`src/hdl/assert_macros.svh`:
```
// Assertion macros shared by the substring search RTL.
// Define ASSERT_OFF to compile every check away.
`ifndef ASSERT_MACROS_SVH
`define ASSERT_MACROS_SVH

`ifndef ASSERT_OFF

// Property must hold at every clock edge outside reset.
`define SFM_ASSERT(lbl, clk, rstn, prop, msg) \
	lbl: assert property (@(posedge clk) disable iff (!rstn) prop) else $error(msg);

// Expression must never be true at a clock edge outside reset.
`define SFM_ASSERT_NEVER(lbl, clk, rstn, expr, msg) \
	lbl: assert property (@(posedge clk) disable iff (!rstn) !(expr)) else $error(msg);

`else

`define SFM_ASSERT(lbl, clk, rstn, prop, msg)
`define SFM_ASSERT_NEVER(lbl, clk, rstn, expr, msg)

`endif

`endif

```
`src/hdl/sfm_pkg.sv`:
```
`timescale 1ns / 1ps
// ----------------------------------------------------------------------------
// sfm_pkg
// Types, constants and helpers shared by the substring search block.
// ----------------------------------------------------------------------------
package sfm_pkg;

	localparam int PATTERN_MAX_DEF = 16;
	localparam int PATTERN_CAP     = 16;
	localparam int LEN_W           = 5;
	localparam int SEEN_W          = 9;
	localparam int CNT_W           = SEEN_W + 1;
	localparam int POS_W           = 8;
	localparam int ADDR_W          = 5;
	localparam int DATA_W          = 64;

	localparam logic [SEEN_W-1:0] SEEN_CAP = 9'd511;
	localparam logic [POS_W-1:0]  POS_CAP  = 8'd255;

	// Register indexes, taken from paddr[4:3]
	localparam logic [1:0] REG_FIRST = 2'd0;
	localparam logic [1:0] REG_LAST  = 2'd1;
	localparam logic [1:0] REG_LEN   = 2'd2;

	typedef logic [7:0] byte_t;

	typedef struct packed {
		logic [PATTERN_CAP-1:0][7:0] pattern;
		logic [LEN_W-1:0]            length;
	} cfg_t;

	typedef struct packed {
		logic             valid;
		logic             last;
		logic             armed;
		logic [POS_W-1:0] start;
	} ctl_t;

	function automatic byte_t pattern_byte(input logic [PATTERN_CAP-1:0][7:0] pat,
			input logic [3:0] idx);
		return pat[idx];
	endfunction

endpackage

```
`src/hdl/sfm_cfg.sv`:
```
`timescale 1ns / 1ps
// ----------------------------------------------------------------------------
// sfm_cfg
// APB register file: pattern bytes and pattern length.
// ----------------------------------------------------------------------------
module sfm_cfg (
	input  logic                       clk,
	input  logic                       arst_n,
	input  logic                       psel,
	input  logic                       penable,
	input  logic                       pwrite,
	input  logic [sfm_pkg::ADDR_W-1:0] paddr,
	input  logic [sfm_pkg::DATA_W-1:0] pwdata,
	output logic [sfm_pkg::DATA_W-1:0] prdata,
	output logic                       pready,
	output sfm_pkg::cfg_t              cfg
);
	import sfm_pkg::*;

	logic [DATA_W-1:0] first_q;
	logic [DATA_W-1:0] last_q;
	logic [LEN_W-1:0]  len_q;
	logic              wr_en;

	assign pready = 1'b1;
	assign wr_en  = psel && penable && pwrite && pready;

	always_ff @(posedge clk or negedge arst_n) begin
		if (!arst_n) begin
			first_q <= '0;
			last_q  <= '0;
			len_q   <= '0;
		end else if (wr_en) begin
			case (paddr[4:3])
				REG_FIRST: first_q <= pwdata;
				REG_LAST:  last_q  <= pwdata;
				REG_LEN:   len_q   <= pwdata[LEN_W-1:0];
				default: ;
			endcase
		end
	end

	always_comb begin
		case (paddr[4:3])
			REG_FIRST: prdata = first_q;
			REG_LAST:  prdata = last_q;
			REG_LEN:   prdata = DATA_W'(len_q);
			default:   prdata = '0;
		endcase
	end

	assign cfg.pattern = {last_q, first_q};
	assign cfg.length  = len_q;

endmodule

```
`src/hdl/sfm_cell.sv`:
```
`timescale 1ns / 1ps
// ----------------------------------------------------------------------------
// sfm_cell
// One window slot: holds a byte, passes it on, compares the incoming byte.
// ----------------------------------------------------------------------------
module sfm_cell (
	input  logic           clk,
	input  logic           arst_n,
	input  logic           en,
	input  logic           clear,
	input  logic           active,
	input  sfm_pkg::byte_t shift_in,
	input  sfm_pkg::byte_t pat_byte,
	output sfm_pkg::byte_t data_q,
	output logic           eq_s1
);
	import sfm_pkg::*;

	// Idle slots outside the pattern always agree
	always_ff @(posedge clk or negedge arst_n) begin
		if (!arst_n) begin
			data_q <= '0;
			eq_s1  <= 1'b0;
		end else if (en) begin
			data_q <= clear ? byte_t'(0) : shift_in;
			eq_s1  <= !active || (shift_in == pat_byte);
		end
	end

endmodule

```
`src/hdl/sfm_tally.sv`:
```
`timescale 1ns / 1ps
// ----------------------------------------------------------------------------
// sfm_tally
// Reduces cell compares, keeps the first match, holds the line result.
// ----------------------------------------------------------------------------
module sfm_tally #(
	parameter int PATTERN_MAX = sfm_pkg::PATTERN_MAX_DEF
) (
	input  logic                      clk,
	input  logic                      arst_n,
	input  sfm_pkg::ctl_t             ctl_s1,
	input  logic [PATTERN_MAX-1:0]    eq_s1,
	input  logic                      len_zero,
	input  logic                      out_ready,
	output logic                      adv,
	output logic                      out_valid,
	output logic                      found,
	output logic [sfm_pkg::POS_W-1:0] match_position
);
	import sfm_pkg::*;

	logic             match_seen_q;
	logic [POS_W-1:0] first_q;
	logic             hit;
	logic             load;

	assign hit  = ctl_s1.valid && ctl_s1.armed && (&eq_s1);
	// Only a line end can wait on a full result register
	assign adv  = !(ctl_s1.valid && ctl_s1.last) || !out_valid || out_ready;
	assign load = ctl_s1.valid && ctl_s1.last && adv;

	always_ff @(posedge clk or negedge arst_n) begin
		if (!arst_n) begin
			match_seen_q <= 1'b0;
			first_q      <= '0;
		end else if (load) begin
			match_seen_q <= 1'b0;
			first_q      <= '0;
		end else if (hit && !match_seen_q) begin
			match_seen_q <= 1'b1;
			first_q      <= ctl_s1.start;
		end
	end

	always_ff @(posedge clk or negedge arst_n) begin
		if (!arst_n) begin
			out_valid <= 1'b0;
		end else if (load) begin
			out_valid <= 1'b1;
		end else if (out_ready) begin
			out_valid <= 1'b0;
		end
	end

	always_ff @(posedge clk) begin
		if (load) begin
			found <= len_zero || match_seen_q || hit;
			if (len_zero) begin
				match_position <= '0;
			end else if (match_seen_q) begin
				match_position <= first_q;
			end else if (hit) begin
				match_position <= ctl_s1.start;
			end else begin
				match_position <= '0;
			end
		end
	end

endmodule

```
`src/hdl/substring_first_match.sv`:
```
`timescale 1ns / 1ps
`include "assert_macros.svh"
// ----------------------------------------------------------------------------
// substring_first_match
// Streams one text line a byte at a time and reports the first occurrence
// of a configured pattern of up to 16 bytes when the line ends.
// ----------------------------------------------------------------------------
//
//  Channel   Handshake             Payload
//  --------  --------------------  ----------------------------------
//  input     in_valid / in_ready   text_byte[7:0], line_end
//  output    out_valid / out_ready found, match_position[7:0]
//  config    APB, pready tied high paddr[4:0], pwdata/prdata[63:0]
//
//  One byte per cycle while in_ready is high. Each byte enters the window
//  cells in the cycle it is accepted; the cell compares are registered and
//  reduced in the next cycle, and a line end then loads the result register.
//  in_ready drops only while a line end waits in the compare stage and the
//  result register is still full and not being taken.
//  Reset clears the window, the line counters and the configuration registers at once;
//  no sweep is needed.
//
// Register map (8-byte stride):
//   0x00 pattern_first_eight, 0x08 pattern_last_eight, 0x10 pattern_length.
// ----------------------------------------------------------------------------
module substring_first_match #(
	parameter int PATTERN_MAX = sfm_pkg::PATTERN_MAX_DEF
) (
	input  logic                       clk,
	input  logic                       arst_n,
	// text stream
	input  logic                       in_valid,
	output logic                       in_ready,
	input  logic [7:0]                 text_byte,
	input  logic                       line_end,
	// line result
	output logic                       out_valid,
	input  logic                       out_ready,
	output logic                       found,
	output logic [sfm_pkg::POS_W-1:0]  match_position,
	// configuration
	input  logic                       psel,
	input  logic                       penable,
	input  logic                       pwrite,
	input  logic [sfm_pkg::ADDR_W-1:0] paddr,
	input  logic [sfm_pkg::DATA_W-1:0] pwdata,
	output logic [sfm_pkg::DATA_W-1:0] prdata,
	output logic                       pready
);
	import sfm_pkg::*;

	// Patterns beyond 16 bytes cannot be configured; extra cells only shift
	localparam int LEN_CAP = (PATTERN_MAX < PATTERN_CAP) ? PATTERN_MAX : PATTERN_CAP;

	cfg_t              cfg;
	logic [LEN_W-1:0]  len_used;
	logic              accept;
	logic              adv;

	byte_t             window [PATTERN_MAX];
	logic [PATTERN_MAX-1:0] eq_s1;

	logic [SEEN_W-1:0] bytes_seen_q;
	logic [CNT_W-1:0]  count;
	logic [CNT_W-1:0]  start_full;
	logic              armed;
	logic [POS_W-1:0]  start_sat;
	ctl_t              ctl_s1;

	sfm_cfg u_cfg (
		.clk     (clk),
		.arst_n  (arst_n),
		.psel    (psel),
		.penable (penable),
		.pwrite  (pwrite),
		.paddr   (paddr),
		.pwdata  (pwdata),
		.prdata  (prdata),
		.pready  (pready),
		.cfg     (cfg)
	);

	// Clamp the configured length to what the window can hold
	assign len_used = (cfg.length > LEN_W'(LEN_CAP)) ? LEN_W'(LEN_CAP) : cfg.length;

	assign in_ready = adv;
	assign accept   = in_valid && in_ready;

	// Window chain: cell 0 holds the newest byte. Cell i lines up with
	// pattern byte len-1-i, so pattern byte 0 meets the oldest window byte.
	for (genvar i = 0; i < PATTERN_MAX; i++) begin : g_cell
		logic [7:0] k;
		byte_t      shift_in;

		assign k = 8'(len_used) - 8'(i) - 8'd1;

		if (i == 0) begin : g_head
			assign shift_in = text_byte;
		end else begin : g_body
			assign shift_in = window[i-1];
		end

		sfm_cell u_cell (
			.clk      (clk),
			.arst_n   (arst_n),
			.en       (accept),
			.clear    (line_end),
			.active   (8'(i) < 8'(len_used)),
			.shift_in (shift_in),
			.pat_byte (pattern_byte(cfg.pattern, k[3:0])),
			.data_q   (window[i]),
			.eq_s1    (eq_s1[i])
		);
	end

	// Line position: count is the number of bytes including this one
	assign count      = CNT_W'(bytes_seen_q) + CNT_W'(1);
	assign armed      = (len_used != '0) && (count >= CNT_W'(len_used));
	assign start_full = count - CNT_W'(len_used);
	assign start_sat  = (start_full > CNT_W'(POS_CAP)) ? POS_CAP : start_full[POS_W-1:0];

	always_ff @(posedge clk or negedge arst_n) begin
		if (!arst_n) begin
			bytes_seen_q <= '0;
		end else if (accept) begin
			if (line_end) begin
				bytes_seen_q <= '0;
			end else if (bytes_seen_q != SEEN_CAP) begin
				bytes_seen_q <= bytes_seen_q + SEEN_W'(1);
			end
		end
	end

	// Compare stage control; advance whenever the tally can take it
	always_ff @(posedge clk or negedge arst_n) begin
		if (!arst_n) begin
			ctl_s1 <= '0;
		end else if (adv) begin
			ctl_s1.valid <= in_valid;
			ctl_s1.last  <= line_end;
			ctl_s1.armed <= armed;
			ctl_s1.start <= start_sat;
		end
	end

	sfm_tally #(
		.PATTERN_MAX (PATTERN_MAX)
	) u_tally (
		.clk            (clk),
		.arst_n         (arst_n),
		.ctl_s1         (ctl_s1),
		.eq_s1          (eq_s1),
		.len_zero       (len_used == '0),
		.out_ready      (out_ready),
		.adv            (adv),
		.out_valid      (out_valid),
		.found          (found),
		.match_position (match_position)
	);

	`SFM_ASSERT_NEVER(a_pos_without_match, clk, arst_n, out_valid && !found && (match_position != '0), "position set on a miss")
	`SFM_ASSERT(a_stall_cause, clk, arst_n, !in_ready |-> (ctl_s1.valid && ctl_s1.last && out_valid), "input stalled without a waiting line end")
	`SFM_ASSERT(a_line_clear, clk, arst_n, (accept && line_end) |=> (bytes_seen_q == '0), "line counter not cleared at line end")

endmodule

```
`config.mk`:
```
export PLATFORM = sky130hd
export DESIGN_NAME = substring_first_match
export DESIGN_NICKNAME = d
export VERILOG_FILES = /design/src/hdl/sfm_pkg.sv /design/src/hdl/sfm_cfg.sv /design/src/hdl/sfm_cell.sv /design/src/hdl/sfm_tally.sv /design/src/hdl/substring_first_match.sv
export VERILOG_INCLUDE_DIRS = /design/src /design/src/hdl
export SDC_FILE = /design/constraint.sdc
export NUM_CORES = 1
export LEC_CHECK = 0
export BUFFER_PORTS_ARGS = -buffer_cell sky130_fd_sc_hd__buf_2
export CORE_MARGIN = 3
export CORE_UTILIZATION = 55
export DETAILED_ROUTE_END_ITERATION = 10
export PLACE_DENSITY = 0.79
export SETUP_SLACK_MARGIN = 0.4
export SLEW_MARGIN = 20
export SYNTH_ARGS = -nofsm -noshare
export SYNTH_HDL_FRONTEND = slang
export SYNTH_SLANG_ARGS = --single-unit
```
`constraint.sdc`:
```
create_clock -name clk -period 7.45 [get_ports clk]
set_input_delay 1.49 -clock clk [delete_from_list [all_inputs] [get_ports clk]]
set_output_delay 1.49 -clock clk [all_outputs]
set_load 0.02 [all_outputs]
```
# Yosys cells after proc, flatten, opt, wreduce, memory -nomap -nowiden
# Index checks and enable logic that the tools add are counted.
[word_totals]
output_inout_bits = 76
reg_bits = 308
inputBits = 85
wordCells = 250
[op_classes]
n_reduce_logical = 59
mux = 60
magnitude_cmp = 35
n_addsub = 33
n_eq_ne = 19
[ops]
columns = ["operator", "count"]
rows = [
  ["$bmux 8 s4", 16],
  ["$mux 8", 36],
  ["$pmux 64 s3", 1],
  ["$eq 8x8->1", 16],
  ["$lt 4x5->1 const B", 16],
  ["$sub 4x2->4 const B", 17],
  ["$lt 4x5->1 const A", 8],
  ["$sub 4x4->4 const B", 8],
  ["$logic_or 1x1->1", 20],
  ["$lt 3x5->1 const A", 4],
  ["$logic_not 1->1", 19],
  ["$mux 9", 2],
  ["$reduce_and 16->1", 1],
  ["$sub 4x3->4 const B", 4],
  ["$add 9x1->10 const B", 1],
  ["$ge 10x5->1", 1],
  ["$gt 10x8->1 const B", 1],
  ["$lt 1x5->1 const A", 2],
  ["$lt 2x5->1 const A", 2],
  ["$sub 10x5->10", 1],
  ["$add 9x1->9 const B", 1],
  ["$logic_and 1x1->1", 9],
  ["$ne 9x9->1 const B", 1],
  ["$reduce_and 2->1", 4],
  ["10 further kinds", 15],
]

# Longest topological paths before layout
[logic_depth]
ltp_word = 8
depth_mapped = 18
mapped_depth_nobuf = 12

# By module
# Synthesis repeated with hierarchy kept, for this count alone.
[unflattened]
hier_cells = 1933
area_unflattened_um2 = 22370.2
[by_module_without_submodules]
columns = ["mod", "instances", "area_per_inst_um2", "cells_per_inst", "seq_area_each_um2"]
rows = [
  ["substring_first_match", 1, 7681.1, 649, 500.5],
  ["sfm_cell", 16, 474.2, 48, 225.2],
  ["sfm_cfg", 1, 6244.7, 434, 3328.2],
  ["sfm_tally", 1, 857.1, 82, 520.5],
]

# Least setup slack after synthesis
# Ideal clock, no wire load.
[synth_timing]
path_type = "input -> output"
start = "in paddr[3] (netlist bit)"
end = "out prdata[10] (netlist bit)"
t_arrival_ns = 2.905
required_time_ns = 5.960
path_slack_ns = 3.055
stages = 5
path_cell_list = "clkbuf_1 clkbuf_1 clkbuf_1 mux2i_1 nor2_1"
[synth_via]
elab_chain_cells = 2
[synth_lines]
columns = ["element", "line", "rtl"]
rows = [
  ["from (decl)", "substring_first_match.sv:45", "input logic [sfm_pkg::ADDR_W-1:0] paddr,"],
  ["$eq 2x2->1 (tied with other cells)", "sfm_cfg.sv:44", "case (paddr[4:3])"],
  ["$pmux 64 s3 (*)", "sfm_cfg.sv:44", ""],
  ["to (decl)", "substring_first_match.sv:47", "output logic [sfm_pkg::DATA_W-1:0] prdata,"],
]
# Mark *: on every way between the ends. The rest lies on a longest branch, timed or not.

# Final worst setup path
[layout_timing]
start = "in paddr[3] (netlist bit)"
end = "out prdata[0] (netlist bit)"
# Same word-level chain as after synthesis.

==> metrics <==
status complete, no violations; Max Freq 0.202 GHz; Hold Path End g_cell[7].u_cell.eq_s1$_DFFE_PN0P_; most common cell after layout, fill and taps aside dfrtp_1; min cycle time layout approximately 5000 ps; detailed placer's ending HPWL 46300 um; CP max stage cell buf_4; crit-path cells buf_4 > buf_4 > nor2b_1 > nand2_1 > o21ai_0 > buf_2; Worst Tran Pin Value between 1000 and 1500 ps; GR Overflow Total 0; first-pass GRT wire length around 100000 um; Hold WS approximately 500 ps; max_cap viols 0; synth unique cells 55; most frequent cells in the layout dfrtp_1 (299), mux2i_1 (246), mux4_2 (157); via count between 15000 and 20000; setup TNS 0 ps; clock sinks ~310; Fin Clk Skew approximately 34 ps; post-synthesis cell area 21000 um2; RSZ-0062 raised after global routing no; setup bufs post-CTS 0; Final WS setup 2500 ps; Area growth syn-to-layout 11.1%; standard cell core area ~37000 um2; Async SR Flop Fraction a little over nine tenths; hold-critical path depth 2; Synth Warn # 0; Yosys top cell area share a little over a third; synthesized flop and latch total 308; Hold Path Origin g_cell[7].u_cell.eq_s1$_DFFE_PN0P_; Setup WS pre-CTS approximately 2600 ps; critical path's top delay family buffers and inverters; worst-skew pair later-pin latency approximately 550 ps; Relative slew margins 23.6%; vias in the first global route between 15000 and 20000; DRC errors left 0; Mapped Cells 1752; share of the yosys chip area belonging to registers ~37%; Slew Viols, Final 0; crit path from paddr[3]; Total Nets Final between 1500 and 2000; Net Count, Synth between 1500 and 2000; Rows 70; CP Depth 6; Max VDD drop 0.246 mV; LEAKAGE ~10 nW; fraction of layout cells with a size suffix above 1 a little under a third; die area between 40000 and 50000 um2; Required @ worst endpoint roughly 6000 ps; PD cells about 370 nW/um2; H-tree depth 2; Reg2Reg Setup Slack around 2600 ps; Hold WC Path Type reg2reg; Root Driver clkbuf_16; Post-CTS Hold Fix Bufs 0; Worst Path Arrival around 3500 ps; cts bufs inserted 35; synth top area cells dfrtp_1 (36%), mux4_2 (17%), mux2i_1 (12%); Die Ht between 200 and 250 um; Post-synth top flop dfrtp_1; CTS tree done; Worst R2R End g_cell[10].u_cell.eq_s1$_DFFE_PN0P_; initial antenna violation count 0; Period Utilization, post-route between 60% and 70%; DRT Pass-1 Iters 5; Buf/Inv on CP 3; post-synth top area cell dfrtp_1; Setup violations, final 0; post_cts resized 0; Worst path max stage delay between 500 and 600 ps; I/O Buffers ~160; CTS Buffer Depth 3; Avg WL per Cell roughly 27 um; Vias per Instance just under 7; number of flops mapped to enable cells by yosys 9; Avg Cell Area, Syn roughly 12 um2; drt total wl approximately 64000 um; worst r2r src u_cfg.len_q[1]$_DFFE_PN0P_; Setup CP Type in2out; final hold violations 0; Crit path top cell by count buf_4; Worst Setup End Kind primary output; Initial Util 56.6%; I/O pin total approximately 160; clock slew at reported path FFs approximately 50 ps; largest net degree at the start of global routing about 150; placer congestion estimate 1.04; Register-to-Register Path Depth 12; die width around 200 um; Startpoint Class input pin; diode count 0; Final ANT Viol Nets 0; Tot GR Track Use 31.0%; Worst Path Max Fanout 36; DRT iter0 DRCs approximately 2400
==> sequential cells by signal (all words and copies together), names as in the netlist <==
| signal | cells |
|---|---|
| u_cfg.len_q | 5 |
| u_cfg.first_q | 64 |
| u_tally.first_q | 8 |
| u_cfg.last_q | 64 |
| u_tally.out_valid | 1 |
| ctl_s1 | 11 |
| bytes_seen_q | 9 |
| g_cell.u_cell.eq_s1 | 16 |
| u_tally.found | 1 |
| u_tally.match_position | 8 |
| g_cell.u_cell.data_q | 120 |
| u_tally.match_seen_q | 1 |
==> per-stage QoR <==
stage	instance area, um2	util (%)	power [mW]	instances
2_1_floorplan	21000	-	5.40	1752
3_3_place_gp	22200	59.7	6.56	2312
3_5_place_dp	22200	59.7	6.70	2312
4_1_cts	23300	62.8	8.47	2372
5_1_grt	23300	62.9	8.91	2372
6_report	23300	62.9	8.58	2372
==> power by group <==
group | switching (mW) | internal, mW | leakage (nW)
combinational | 2.51 | 1.98 | 5.97
sequential | 0.406 | 1.92 | 3.94
clock | 0.716 | 1.04 | 0.566
==> how the worst max path moves through the flow <==
stage,endpoint,slack (ps)
final,prdata[0],2500
after global routing,prdata[2],2310
after CTS,prdata[0],2490
after floorplan,prdata[10],3050
after global placement,prdata[1],2550
after detailed placement,prdata[0],2550
==> layer usage <==
| metal | vias to the layer above | global-route usage (%) | part of all wire (%) |
|---|---|---|---|
| met5 | - | 0 | 0 |
| met4 | 0 | 12.8 | 4.8 |
| met3 | 181 | 5.47 | 10 |
| met2 | 1087 | 47.1 | 45 |
| met1 | 8269 | 44.6 | 40 |
| li1 | 6885 | - | - |
==> worst min-delay path: stages, from the launching register on <==
cell      delay [ps]
dfrtp_1          350
nand2_1           50
o221ai_1          60
==> logic make-up (layout without fill, tap and decap cells) <==
group / after synthesis / count (layout) / synth area share, %
multiplexers: 543 / 543 / 36.0
XOR/XNOR: 151 / 151 / 6.51
buffers and inverters: 145 / 261 / 2.96
other: 1 / 1 / 0.0178
adder cells (fa/ha/maj): 17 / 17 / 1.05
flip-flops: 308 / 308 / 36.9
AND/OR/NAND/NOR: 324 / 324 / 7.11
AO/OA/AOI/OAI: 263 / 263 / 9.43
==> cell usage after synthesis (16+ instances only) <==
library cell  number
nand4_1           22
mux2_2           140
xor2_1            87
buf_1             16
nand3_1           45
nor4_1            18
a22o_1           120
nand2_1           88
a21oi_1           43
ha_1              16
dfrtp_1          299
buf_2             20
mux2i_1          246
mux4_2           157
xnor2_1           58
clkbuf_1          83
o21ai_0           28
nor2_1           107
==> final cells by class <==
cell class	count	area, um2
Fill cell	2887	13800
Multi-Input combinational cell	1299	12700
Sequential cell	308	7750
Timing Repair Buffer	187	1040
Clock buffer	48	996
Tap cell	504	631
Clock inverter	12	156
Inverter	14	52.6
Power figures use the tool's default switching activity.
